$ cat src/sv/efs_pkg.sv
// -----------------------------------------------------------------------------
// efs_pkg
// Shared types and constants for the encoder frequency stepper.
// -----------------------------------------------------------------------------
package efs_pkg;

   // fixed field widths
   localparam int CLK_W  = 30;   // timer clock in Hz
   localparam int SPC_W  = 13;   // samples per output period
   localparam int FREQ_W = 20;   // min / max frequency registers
   localparam int OUTF_W = 30;   // realized frequency
   localparam int QUO_W  = 31;   // divider quotient bits, enough for clock / 1 + rounding
   localparam int CNT_W  = 5;    // divider step counter
   localparam int CSR_W  = 30;   // configuration write data
   localparam int STEP_W = 7;    // frequency step, up to 100

   // configuration reset values
   localparam logic [CLK_W-1:0]  CLOCK_HZ_RST  = 30'd150000000;
   localparam logic [SPC_W-1:0]  SAMPLES_RST   = 13'd500;
   localparam logic [FREQ_W-1:0] MIN_FREQ_RST  = 20'd1;
   localparam logic [FREQ_W-1:0] MAX_FREQ_RST  = 20'd25000;

   // decade thresholds and step sizes
   localparam logic [OUTF_W-1:0] DECADE_LO  = 30'd100;
   localparam logic [OUTF_W-1:0] DECADE_HI  = 30'd1000;
   localparam logic [STEP_W-1:0] STEP_FINE  = 7'd1;
   localparam logic [STEP_W-1:0] STEP_MID   = 7'd10;
   localparam logic [STEP_W-1:0] STEP_WIDE  = 7'd100;

   typedef enum logic [1:0] {
      CSR_CLOCK_HZ,
      CSR_SAMPLES,
      CSR_MIN_FREQ,
      CSR_MAX_FREQ
   } efs_csr_type;

   // which division is in flight
   typedef enum logic [1:0] {
      PH_ACTUAL,    // frequency of the current reload
      PH_RELOAD,    // rounded reload of the desired frequency
      PH_VERIFY     // frequency of the new reload
   } efs_phase_type;

   typedef enum logic [2:0] {
      ST_IDLE,
      ST_MUL,
      ST_DIVS,
      ST_DIVW,
      ST_STEP,
      ST_FIX,
      ST_EMIT
   } efs_state_type;

   typedef struct packed {
      logic          accept;
      logic          mul_en;
      logic          div_start;
      logic          step_en;
      logic          fix_en;
      logic          emit;
      efs_phase_type phase;
   } efs_cmd_type;

   typedef struct packed {
      logic diff_zero;
      logic div_done;
      logic out_free;
   } efs_sts_type;

endpackage

$ cat src/sv/efs_div.sv
// -----------------------------------------------------------------------------
// efs_div
// Restoring divider, one quotient bit per cycle. The numerator must be below
// den * 2^QUO_W, which the callers guarantee.
// -----------------------------------------------------------------------------
module efs_div #(
   parameter int DEN_W = 46
) (
   input  logic                     clock,
   input  logic                     reset,
   input  logic                     start,
   input  logic [DEN_W-1:0]         num,
   input  logic [DEN_W-1:0]         den,
   output logic                     done,
   output logic [efs_pkg::QUO_W-1:0] quot
);

   logic [DEN_W-1:0]          rem_ff, rem_in;
   logic [efs_pkg::QUO_W-1:0] low_ff, low_in;   // numerator bits out, quotient bits in
   logic [efs_pkg::CNT_W-1:0] cnt_ff, cnt_in;
   logic                      done_ff, done_in;
   logic [DEN_W:0]            trial;
   logic [DEN_W:0]            sub;
   logic                      ge;

   always_comb begin
      trial   = {rem_ff, low_ff[efs_pkg::QUO_W-1]};
      sub     = trial - {1'b0, den};
      ge      = ~sub[DEN_W];
      rem_in  = rem_ff;
      low_in  = low_ff;
      cnt_in  = cnt_ff;
      done_in = 1'b0;
      if (start) begin
         rem_in = DEN_W'(num >> efs_pkg::QUO_W);
         low_in = num[efs_pkg::QUO_W-1:0];
         cnt_in = efs_pkg::CNT_W'(efs_pkg::QUO_W);
      end else if (cnt_ff != '0) begin
         rem_in  = ge ? sub[DEN_W-1:0] : trial[DEN_W-1:0];
         low_in  = {low_ff[efs_pkg::QUO_W-2:0], ge};
         cnt_in  = cnt_ff - 1'b1;
         done_in = (cnt_ff == efs_pkg::CNT_W'(1));
      end
   end

   always_ff @(posedge clock) begin
      if (reset) begin
         cnt_ff  <= '0;
         done_ff <= 1'b0;
      end else begin
         cnt_ff  <= cnt_in;
         done_ff <= done_in;
      end
   end

   always_ff @(posedge clock) begin
      rem_ff <= rem_in;
      low_ff <= low_in;
   end

   assign done = done_ff;
   assign quot = low_ff;

endmodule

$ cat src/sv/efs_dp.sv
// -----------------------------------------------------------------------------
// efs_dp
// Datapath: configuration registers, count tracking, shared multiplier and
// divider, step and reload arithmetic, output register.
// -----------------------------------------------------------------------------
module efs_dp #(
   parameter int COUNT_WIDTH  = 16,
   parameter int RELOAD_WIDTH = 32
) (
   input  logic                        clock,
   input  logic                        reset,
   input  efs_pkg::efs_cmd_type        cmd,
   output efs_pkg::efs_sts_type        sts,
   input  logic [COUNT_WIDTH-1:0]      encoder_count,
   input  logic                        csr_valid,
   input  logic [1:0]                  csr_index,
   input  logic [efs_pkg::CSR_W-1:0]   csr_data,
   output logic                        rsp_valid,
   input  logic                        rsp_ready,
   output logic [RELOAD_WIDTH-1:0]     reload_value,
   output logic [efs_pkg::OUTF_W-1:0]  realized_freq_hz,
   output logic                        changed
);

   localparam int OPND_W = (RELOAD_WIDTH + 1 > efs_pkg::OUTF_W) ? RELOAD_WIDTH + 1
                                                               : efs_pkg::OUTF_W;
   localparam int DEN_W  = efs_pkg::SPC_W + OPND_W;
   localparam logic [RELOAD_WIDTH-1:0] RELOAD_RST = RELOAD_WIDTH'(15);

   // configuration
   logic [efs_pkg::CLK_W-1:0]  clock_hz_ff;
   logic [efs_pkg::SPC_W-1:0]  samples_ff;
   logic [efs_pkg::FREQ_W-1:0] min_freq_ff;
   logic [efs_pkg::FREQ_W-1:0] max_freq_ff;

   // item state
   logic [COUNT_WIDTH-1:0]     last_count_ff;
   logic [RELOAD_WIDTH-1:0]    cur_reload_ff;
   logic                       up_ff;
   logic [DEN_W-1:0]           den_ff, den_in;
   logic [efs_pkg::OUTF_W-1:0] desired_ff, desired_in;
   logic [RELOAD_WIDTH-1:0]    new_reload_ff, new_reload_in;

   // output word
   logic                       rsp_valid_ff;
   logic [RELOAD_WIDTH-1:0]    rsp_reload_ff;
   logic [efs_pkg::OUTF_W-1:0] rsp_freq_ff;
   logic                       rsp_changed_ff;

   logic [COUNT_WIDTH-1:0]     diff;
   logic [efs_pkg::SPC_W-1:0]  s_eff;
   logic [OPND_W-1:0]          opnd;
   logic [DEN_W-1:0]           num;
   logic                       div_done;
   logic [efs_pkg::QUO_W-1:0]  quot;
   logic [efs_pkg::OUTF_W-1:0] actual;
   logic [efs_pkg::STEP_W-1:0] step;
   logic [efs_pkg::OUTF_W:0]   sum_up;
   logic [efs_pkg::OUTF_W:0]   floor_dn;
   logic [efs_pkg::OUTF_W-1:0] min_ext;
   logic [efs_pkg::OUTF_W-1:0] cand;
   logic [efs_pkg::QUO_W-1:0]  qm1;
   logic [RELOAD_WIDTH-1:0]    rl;

   assign diff  = encoder_count - last_count_ff;
   assign s_eff = (samples_ff == '0) ? efs_pkg::SPC_W'(1) : samples_ff;

   // multiplier operand per phase
   always_comb begin
      unique case (cmd.phase)
         efs_pkg::PH_ACTUAL: opnd = OPND_W'(cur_reload_ff) + OPND_W'(1);
         efs_pkg::PH_RELOAD: opnd = OPND_W'(desired_ff);
         efs_pkg::PH_VERIFY: opnd = OPND_W'(new_reload_ff) + OPND_W'(1);
         default:            opnd = '0;
      endcase
   end

   assign den_in = DEN_W'(s_eff) * DEN_W'(opnd);

   // rounding adds half the divisor for the reload computation
   assign num = (cmd.phase == efs_pkg::PH_RELOAD) ? DEN_W'(clock_hz_ff) + (den_ff >> 1)
                                                   : DEN_W'(clock_hz_ff);

   efs_div #(
      .DEN_W (DEN_W)
   ) u_div (
      .clock (clock),
      .reset (reset),
      .start (cmd.div_start),
      .num   (num),
      .den   (den_ff),
      .done  (div_done),
      .quot  (quot)
   );

   // quotient of a plain frequency division never exceeds clock_hz
   assign actual  = quot[efs_pkg::OUTF_W-1:0];
   assign min_ext = efs_pkg::OUTF_W'(min_freq_ff);

   // next frequency: decade step, clamps
   always_comb begin
      priority if (actual < efs_pkg::DECADE_LO) step = efs_pkg::STEP_FINE;
      else if (actual < efs_pkg::DECADE_HI)     step = efs_pkg::STEP_MID;
      else                                       step = efs_pkg::STEP_WIDE;
      sum_up   = {1'b0, actual} + (efs_pkg::OUTF_W+1)'(step);
      floor_dn = (efs_pkg::OUTF_W+1)'(min_freq_ff) + (efs_pkg::OUTF_W+1)'(step);
      if (up_ff) begin
         if (sum_up >= (efs_pkg::OUTF_W+1)'(max_freq_ff))
            cand = efs_pkg::OUTF_W'(max_freq_ff);
         else
            cand = sum_up[efs_pkg::OUTF_W-1:0];
      end else begin
         if ({1'b0, actual} <= floor_dn)
            cand = min_ext;
         else
            cand = actual - efs_pkg::OUTF_W'(step);
      end
      if (cand < min_ext)
         cand = min_ext;
      desired_in = (cand == '0) ? efs_pkg::OUTF_W'(1) : cand;
   end

   // reload from rounded quotient, saturated, then forced one tick if unchanged
   always_comb begin
      qm1 = quot - 1'b1;
      if (quot == '0)
         rl = '0;
      else if ((qm1 >> RELOAD_WIDTH) != '0)
         rl = '1;
      else
         rl = RELOAD_WIDTH'(qm1);
      new_reload_in = rl;
      if (rl == cur_reload_ff) begin
         if (up_ff) begin
            if (rl != '0)
               new_reload_in = rl - 1'b1;
         end else begin
            if (rl != '1)
               new_reload_in = rl + 1'b1;
         end
      end
   end

   // configuration writes
   always_ff @(posedge clock) begin
      if (reset) begin
         clock_hz_ff <= efs_pkg::CLOCK_HZ_RST;
         samples_ff  <= efs_pkg::SAMPLES_RST;
         min_freq_ff <= efs_pkg::MIN_FREQ_RST;
         max_freq_ff <= efs_pkg::MAX_FREQ_RST;
      end else if (csr_valid) begin
         unique case (efs_pkg::efs_csr_type'(csr_index))
            efs_pkg::CSR_CLOCK_HZ: clock_hz_ff <= csr_data[efs_pkg::CLK_W-1:0];
            efs_pkg::CSR_SAMPLES:  samples_ff  <= csr_data[efs_pkg::SPC_W-1:0];
            efs_pkg::CSR_MIN_FREQ: min_freq_ff <= csr_data[efs_pkg::FREQ_W-1:0];
            efs_pkg::CSR_MAX_FREQ: max_freq_ff <= csr_data[efs_pkg::FREQ_W-1:0];
            default: ;
         endcase
      end
   end

   always_ff @(posedge clock) begin
      if (reset) begin
         last_count_ff <= '0;
         cur_reload_ff <= RELOAD_RST;
         rsp_valid_ff  <= 1'b0;
      end else begin
         if (cmd.accept && diff != '0)
            last_count_ff <= encoder_count;
         if (cmd.emit) begin
            cur_reload_ff <= new_reload_ff;
            rsp_valid_ff  <= 1'b1;
         end else if (rsp_ready) begin
            rsp_valid_ff  <= 1'b0;
         end
      end
   end

   always_ff @(posedge clock) begin
      if (cmd.accept)
         up_ff <= ~diff[COUNT_WIDTH-1];
      if (cmd.mul_en)
         den_ff <= den_in;
      if (cmd.step_en)
         desired_ff <= desired_in;
      if (cmd.fix_en)
         new_reload_ff <= new_reload_in;
      if (cmd.emit) begin
         rsp_reload_ff  <= new_reload_ff;
         rsp_freq_ff    <= actual;
         rsp_changed_ff <= (new_reload_ff != cur_reload_ff);
      end
   end

   assign sts.diff_zero = (diff == '0);
   assign sts.div_done  = div_done;
   assign sts.out_free  = ~rsp_valid_ff | rsp_ready;

   assign rsp_valid        = rsp_valid_ff;
   assign reload_value     = rsp_reload_ff;
   assign realized_freq_hz = rsp_freq_ff;
   assign changed          = rsp_changed_ff;

endmodule

$ cat src/sv/efs_ctrl.sv
// -----------------------------------------------------------------------------
// efs_ctrl
// Sequencer: three multiply/divide rounds per moving count, with the step
// and reload fix-up between them.
// -----------------------------------------------------------------------------
module efs_ctrl (
   input  logic                 clock,
   input  logic                 reset,
   input  logic                 req_valid,
   output logic                 req_ready,
   input  efs_pkg::efs_sts_type sts,
   output efs_pkg::efs_cmd_type cmd
);

   efs_pkg::efs_state_type state_ff, state_in;
   efs_pkg::efs_phase_type phase_ff, phase_in;

   always_ff @(posedge clock) begin
      if (reset) begin
         state_ff <= efs_pkg::ST_IDLE;
         phase_ff <= efs_pkg::PH_ACTUAL;
      end else begin
         state_ff <= state_in;
         phase_ff <= phase_in;
      end
   end

   always_comb begin
      state_in      = state_ff;
      phase_in      = phase_ff;
      req_ready     = 1'b0;
      cmd           = '0;
      cmd.phase     = phase_ff;
      unique case (state_ff)
         efs_pkg::ST_IDLE: begin
            req_ready  = 1'b1;
            cmd.accept = req_valid;
            if (req_valid && !sts.diff_zero) begin
               phase_in = efs_pkg::PH_ACTUAL;
               state_in = efs_pkg::ST_MUL;
            end
         end
         efs_pkg::ST_MUL: begin
            cmd.mul_en = 1'b1;
            state_in   = efs_pkg::ST_DIVS;
         end
         efs_pkg::ST_DIVS: begin
            cmd.div_start = 1'b1;
            state_in      = efs_pkg::ST_DIVW;
         end
         efs_pkg::ST_DIVW: begin
            if (sts.div_done) begin
               unique case (phase_ff)
                  efs_pkg::PH_ACTUAL: state_in = efs_pkg::ST_STEP;
                  efs_pkg::PH_RELOAD: state_in = efs_pkg::ST_FIX;
                  efs_pkg::PH_VERIFY: state_in = efs_pkg::ST_EMIT;
                  default:            state_in = efs_pkg::ST_IDLE;
               endcase
            end
         end
         efs_pkg::ST_STEP: begin
            cmd.step_en = 1'b1;
            phase_in    = efs_pkg::PH_RELOAD;
            state_in    = efs_pkg::ST_MUL;
         end
         efs_pkg::ST_FIX: begin
            cmd.fix_en = 1'b1;
            phase_in   = efs_pkg::PH_VERIFY;
            state_in   = efs_pkg::ST_MUL;
         end
         efs_pkg::ST_EMIT: begin
            // wait for the output register to free up
            if (sts.out_free) begin
               cmd.emit = 1'b1;
               state_in = efs_pkg::ST_IDLE;
            end
         end
         default: state_in = efs_pkg::ST_IDLE;
      endcase
   end

endmodule

$ cat src/sv/encoder_frequency_stepper_top.sv
// A moving count gives its result word after three passes through the one shared
//   restoring divider.
// A new count is taken only once the word of the previous moving count is emitted; a
//   count equal to the last one is taken while idle and gives no word.
// Reset (synchronous, active high): registers to defaults, last count 0, reload 15.
// -----------------------------------------------------------------------------
// encoder_frequency_stepper_top
// Steps a waveform output frequency up or down on encoder movement and
// returns the new sample-timer reload and the frequency it realizes.
// -----------------------------------------------------------------------------
module encoder_frequency_stepper_top #(
   parameter int COUNT_WIDTH  = 16,
   parameter int RELOAD_WIDTH = 32
) (
   input  logic                                              clock,
   input  logic                                              reset,
   // encoder_count
   input  logic [((COUNT_WIDTH+7)/8)*8-1:0]                  req_tdata,
   input  logic                                              req_tvalid,
   output logic                                              req_tready,
   // reload_value, realized_freq_hz
   output logic [((RELOAD_WIDTH+efs_pkg::OUTF_W+7)/8)*8-1:0] rsp_tdata,
   // changed
   output logic                                              rsp_tuser,
   output logic                                              rsp_tvalid,
   input  logic                                              rsp_tready,
   input  logic                                              csr_valid,
   output logic                                              csr_ready,
   input  logic [1:0]                                        csr_index,
   input  logic [efs_pkg::CSR_W-1:0]                         csr_data
);

   localparam int RSP_W = ((RELOAD_WIDTH + efs_pkg::OUTF_W + 7) / 8) * 8;

   efs_pkg::efs_cmd_type       cmd;
   efs_pkg::efs_sts_type       sts;
   logic [RELOAD_WIDTH-1:0]    reload_value;
   logic [efs_pkg::OUTF_W-1:0] realized_freq_hz;

   efs_ctrl u_ctrl (
      .clock     (clock),
      .reset     (reset),
      .req_valid (req_tvalid),
      .req_ready (req_tready),
      .sts       (sts),
      .cmd       (cmd)
   );

   efs_dp #(
      .COUNT_WIDTH  (COUNT_WIDTH),
      .RELOAD_WIDTH (RELOAD_WIDTH)
   ) u_dp (
      .clock            (clock),
      .reset            (reset),
      .cmd              (cmd),
      .sts              (sts),
      .encoder_count    (req_tdata[COUNT_WIDTH-1:0]),
      .csr_valid        (csr_valid),
      .csr_index        (csr_index),
      .csr_data         (csr_data),
      .rsp_valid        (rsp_tvalid),
      .rsp_ready        (rsp_tready),
      .reload_value     (reload_value),
      .realized_freq_hz (realized_freq_hz),
      .changed          (rsp_tuser)
   );

   assign rsp_tdata = RSP_W'({realized_freq_hz, reload_value});
   assign csr_ready = 1'b1;

endmodule
$ cat config.mk
export PLATFORM = sky130hd
export DESIGN_NAME = encoder_frequency_stepper_top
export DESIGN_NICKNAME = d
export VERILOG_FILES = /design/src/sv/efs_pkg.sv /design/src/sv/efs_div.sv /design/src/sv/efs_dp.sv /design/src/sv/efs_ctrl.sv /design/src/sv/encoder_frequency_stepper_top.sv
export SDC_FILE = /design/constraint.sdc
export NUM_CORES = 2
export LEC_CHECK = 0
export ABC_AREA = 1
export BUFFER_PORTS_ARGS = -buffer_cell sky130_fd_sc_hd__clkbuf_2
export CORE_MARGIN = 2
export CORE_UTILIZATION = 55
export DETAILED_ROUTE_END_ITERATION = 8
export HOLD_SLACK_MARGIN = 0.02
export PLACE_DENSITY = 0.79
export SLEW_MARGIN = 20
export SYNTH_ARGS = -nofsm -noshare
export SYNTH_HDL_FRONTEND = slang
export SYNTH_SLANG_ARGS = --single-unit
export TNS_END_PERCENT = 1
$ cat constraint.sdc
create_clock -name clock -period 7.98 [get_ports clock]
set_input_delay 1.197 -clock clock [delete_from_list [all_inputs] [get_ports clock]]
set_output_delay 1.197 -clock clock [all_outputs]
set_load 0.01 [all_outputs]
==> flow_summary.ini <==
[sta]
slew_viol_final = 0
worst_pin_slew_ps = 1110
setup_tns_ps = -2.33
finalClockSkew_ps = 46.1
setup_viol = 1
slew_headroom_pct = 25.6
setup_ws_ps = -2.33
finalHoldViolCount = 0
fmaxAchievable_mhz = 125
rsz0062_at_grt = true
fin_crit_sh_pct = 100
period_minus_slack_ps = 7980

[power_and_ir_drop]
p_leak_nw = 21.8
cellPowerDensity_mw_per_mm2 = 241
total_power_mw = 11.3
vdd_drop_max_uv = 175

[route]
ant_nets = 0
vias = 39400
drt_iter0_markers = 4541
drt-vias-per-instance = 5.90
drcViolationCount = 15
dr.pass1.iters = 8
drt_wl_total_um = 145000
wl_per_cell_um = 21.8

[clocking]
ctsHoldBuffers = 0
cts_inserted_buffers = 46
path_clk_slew_ps = 60
cts_root_buf = clkbuf_16
cts_sinks = 392
cts_buffer_depth = 3
insertion_delay_ps = 600
cts_tree = built
htree_levels = 2

[die]
rows = 99
start_util_pct = 55.6
io_pins = 121
die_h_um = 276
fp.dieW_um = 276
die_area_mm2 = 0.0761
coreArea_mm2 = 0.0731

[yosys]
syn_area_mm2 = 0.0406
yosysUniqueCellTypes = 75
synth-seq-area-share_pct = 24.7
synthArstFlopShare_pct = 0
synth_edf_count = 218
synth_most_common_cell = nand2_1
synth_seq_cells = 392
synth_top_area_cell = fa_1
synth_top_area_share_pct = 17.0
yosys_warnings = 0
synth_area_leaders = fa_1 (17%), edfxtp_1 (16%), nand2_1 (9.6%)
syn_avg_cell_area_um2 = 7.61
synthTopCellsByCount = nand2_1 (1037), inv_1 (874), nor2_1 (561)
synth_flop_cell = edfxtp_1
synthCells = 5343

[final_layout]
fillers = 6372
area_growth_pct = 15.1
antennaDiodeCount = 0
utilization_pct = 64.0
drive_gt1_share_pct = 13.7
nNetsFinal = 6344

[grt]
grt_start_max_net_pins = 82
grt-ovfl-total = 0
grt_pass1_vias = 37500
antenna_found_initial = 4
grt_usage_pct = 37.3
grt_pass1_wl_um = 215000

[worst_hold_path]
min_path_cells = 2
hold_class = flip-flop to flip-flop
whs_endpoint = u_dp.last_count_ff[5]
min_from = u_dp.last_count_ff[5]

[setup_path]
cpMostUsedCell = fa_1
crit_slowest_cell = fa_1
critPathMaxStageDelay_ps = 610
crit_cells = 35
r2r-end = u_dp.den_ff[41]
cp.arrival_ps = 8300
reg2reg_depth = 35
cpLargestDelayFamily = adder cells
rrSetupSlack_ps = -2
rr_startpoint = u_ctrl.phase_ff[1]
critPathKind = flip-flop to flip-flop
start_kind = flip-flop
crit_buf_inv = 9
cp-startpoint = u_ctrl.phase_ff[1]
critPathRequiredTime_ps = 8300
cp-end-kind = flip-flop
critPathMaxFanout = 22

[placed_design]
io_buffers = 117
hpwl_um = 112000
gp_congestion = 1.06

[outcome]
status = finished with violations
violations = design-rule violations, negative setup slack

[flow_run]
maxCapViolations = 0
==> worst min-delay path: stages (launching register included) <==
cell and delay [ps]:
dfxtp_1 300, inv_1 60, a21oi_1 50
==> state kept, by name, indices dropped and copies added (netlist names), 2 cells and up <==
name / flops
u_dp.u_div.cnt_ff: 5
u_dp.reload_value: 32
u_dp.den_ff: 46
u_dp.u_div.quot: 31
u_ctrl.phase_ff: 2
u_dp.cur_reload_ff: 32
u_dp.last_count_ff: 16
u_dp.max_freq_ff: 20
u_ctrl.state_ff: 3
u_dp.desired_ff: 30
u_dp.new_reload_ff: 32
u_dp.min_freq_ff: 20
u_dp.clock_hz_ff: 30
u_dp.samples_ff: 13
u_dp.u_div.rem_ff: 46
u_dp.realized_freq_hz: 30
==> power breakdown <==
group	internal [mW]	switching, mW
combinational	2.08	4.15
clock	1.25	0.930
sequential	2.61	0.240
total	5.94	5.32
==> through the flow <==
stage / cells / worst slack, ps / hold WS [ps] / area (um2)
global route: 6672 / -272 / 483 / 46800
finish: 6672 / -2.33 / 456 / 46800
global placement: 6538 / 102 / 434 / 43900
floorplan: 5344 / 402 / 421 / 40600
detailed placement: 6538 / -31.1 / 446 / 43900
CTS: 6624 / 8.64 / 462 / 45500
==> timing repair <==
action / CTS / global route
setup buffers: 0 / 44
pin swaps: 0 / 114
hold endpoints to repair: 0 / 0
gates resized for setup: 5 / 203
gates cloned: 0 / 4
setup endpoints to repair: 3 / 38
==> cell type report <==
cell class	count	area, um2	area share [%]
Clock buffer	64	1340	2.86
Clock inverter	22	205	0.439
Inverter	893	3360	7.18
Multi-Input combinational cell	3894	27400	58.6
Sequential cell	392	10000	21.4
Tap cell	959	1200	2.57
Timing Repair Buffer	448	3210	6.86
==> logic make-up after synthesis <==
logic type / after synthesis / synth area share [%]
buffers and inverters: 1059 / 9.97
other: 2 / 0.0185
flip-flops: 392 / 24.7
AO/OA/AOI/OAI: 981 / 13.3
AND/OR/NAND/NOR: 2042 / 21.2
adder cells (fa/ha/maj): 616 / 25.4
multiplexers: 1 / 0.0246
XOR/XNOR: 250 / 5.39
==> worst max-delay path by stage <==
stage	endpoint	slack [ps]
finish	u_dp.den_ff[41]	-2
global route	u_dp.den_ff[42]	-270
CTS	u_dp.den_ff[45]	9
detailed placement	u_dp.den_ff[45]	-30
global placement	u_dp.desired_ff[0]	100
floorplan	u_dp.desired_ff[0]	400
==> layer usage <==
layer | GRT usage (%) | wire length [um] | vias to the layer above
li1 | - | - | 17900
met1 | 47.3 | 54300 | 18700
met2 | 59.2 | 64900 | 2219
met3 | 7.66 | 15900 | 549
met4 | 21.7 | 10100 | 2
met5 | 0 | 10 | -
==> placed cells by master, fill, tap and decap left out, types with 9 or more instances in the layout <==
master / n
nand2_1: 1014
inv_1: 867
nor2_1: 538
o21ai_0: 354
a21oi_1: 351
fa_1: 339
buf_4: 312
ha_1: 249
edfxtp_1: 218
dfxtp_1: 173
nand3_1: 164
xor2_1: 160
clkbuf_2: 117
xnor2_1: 90
nand4_1: 78
o211ai_1: 68
nor3_1: 62
clkbuf_16: 50
o21ai_1: 38
nor2_2: 34
nand2_2: 29
a31oi_1: 24
a21oi_2: 23
nor4_1: 23
or2_2: 23
o21ai_2: 22
ha_4: 18
inv_2: 16
nor2_4: 15
o21a_1: 15
buf_6: 12
nor3_2: 11
clkbuf_8: 10
clkinv_2: 9
clkinv_1: 9
o21bai_1: 9
Power figures use the tool's default switching activity.
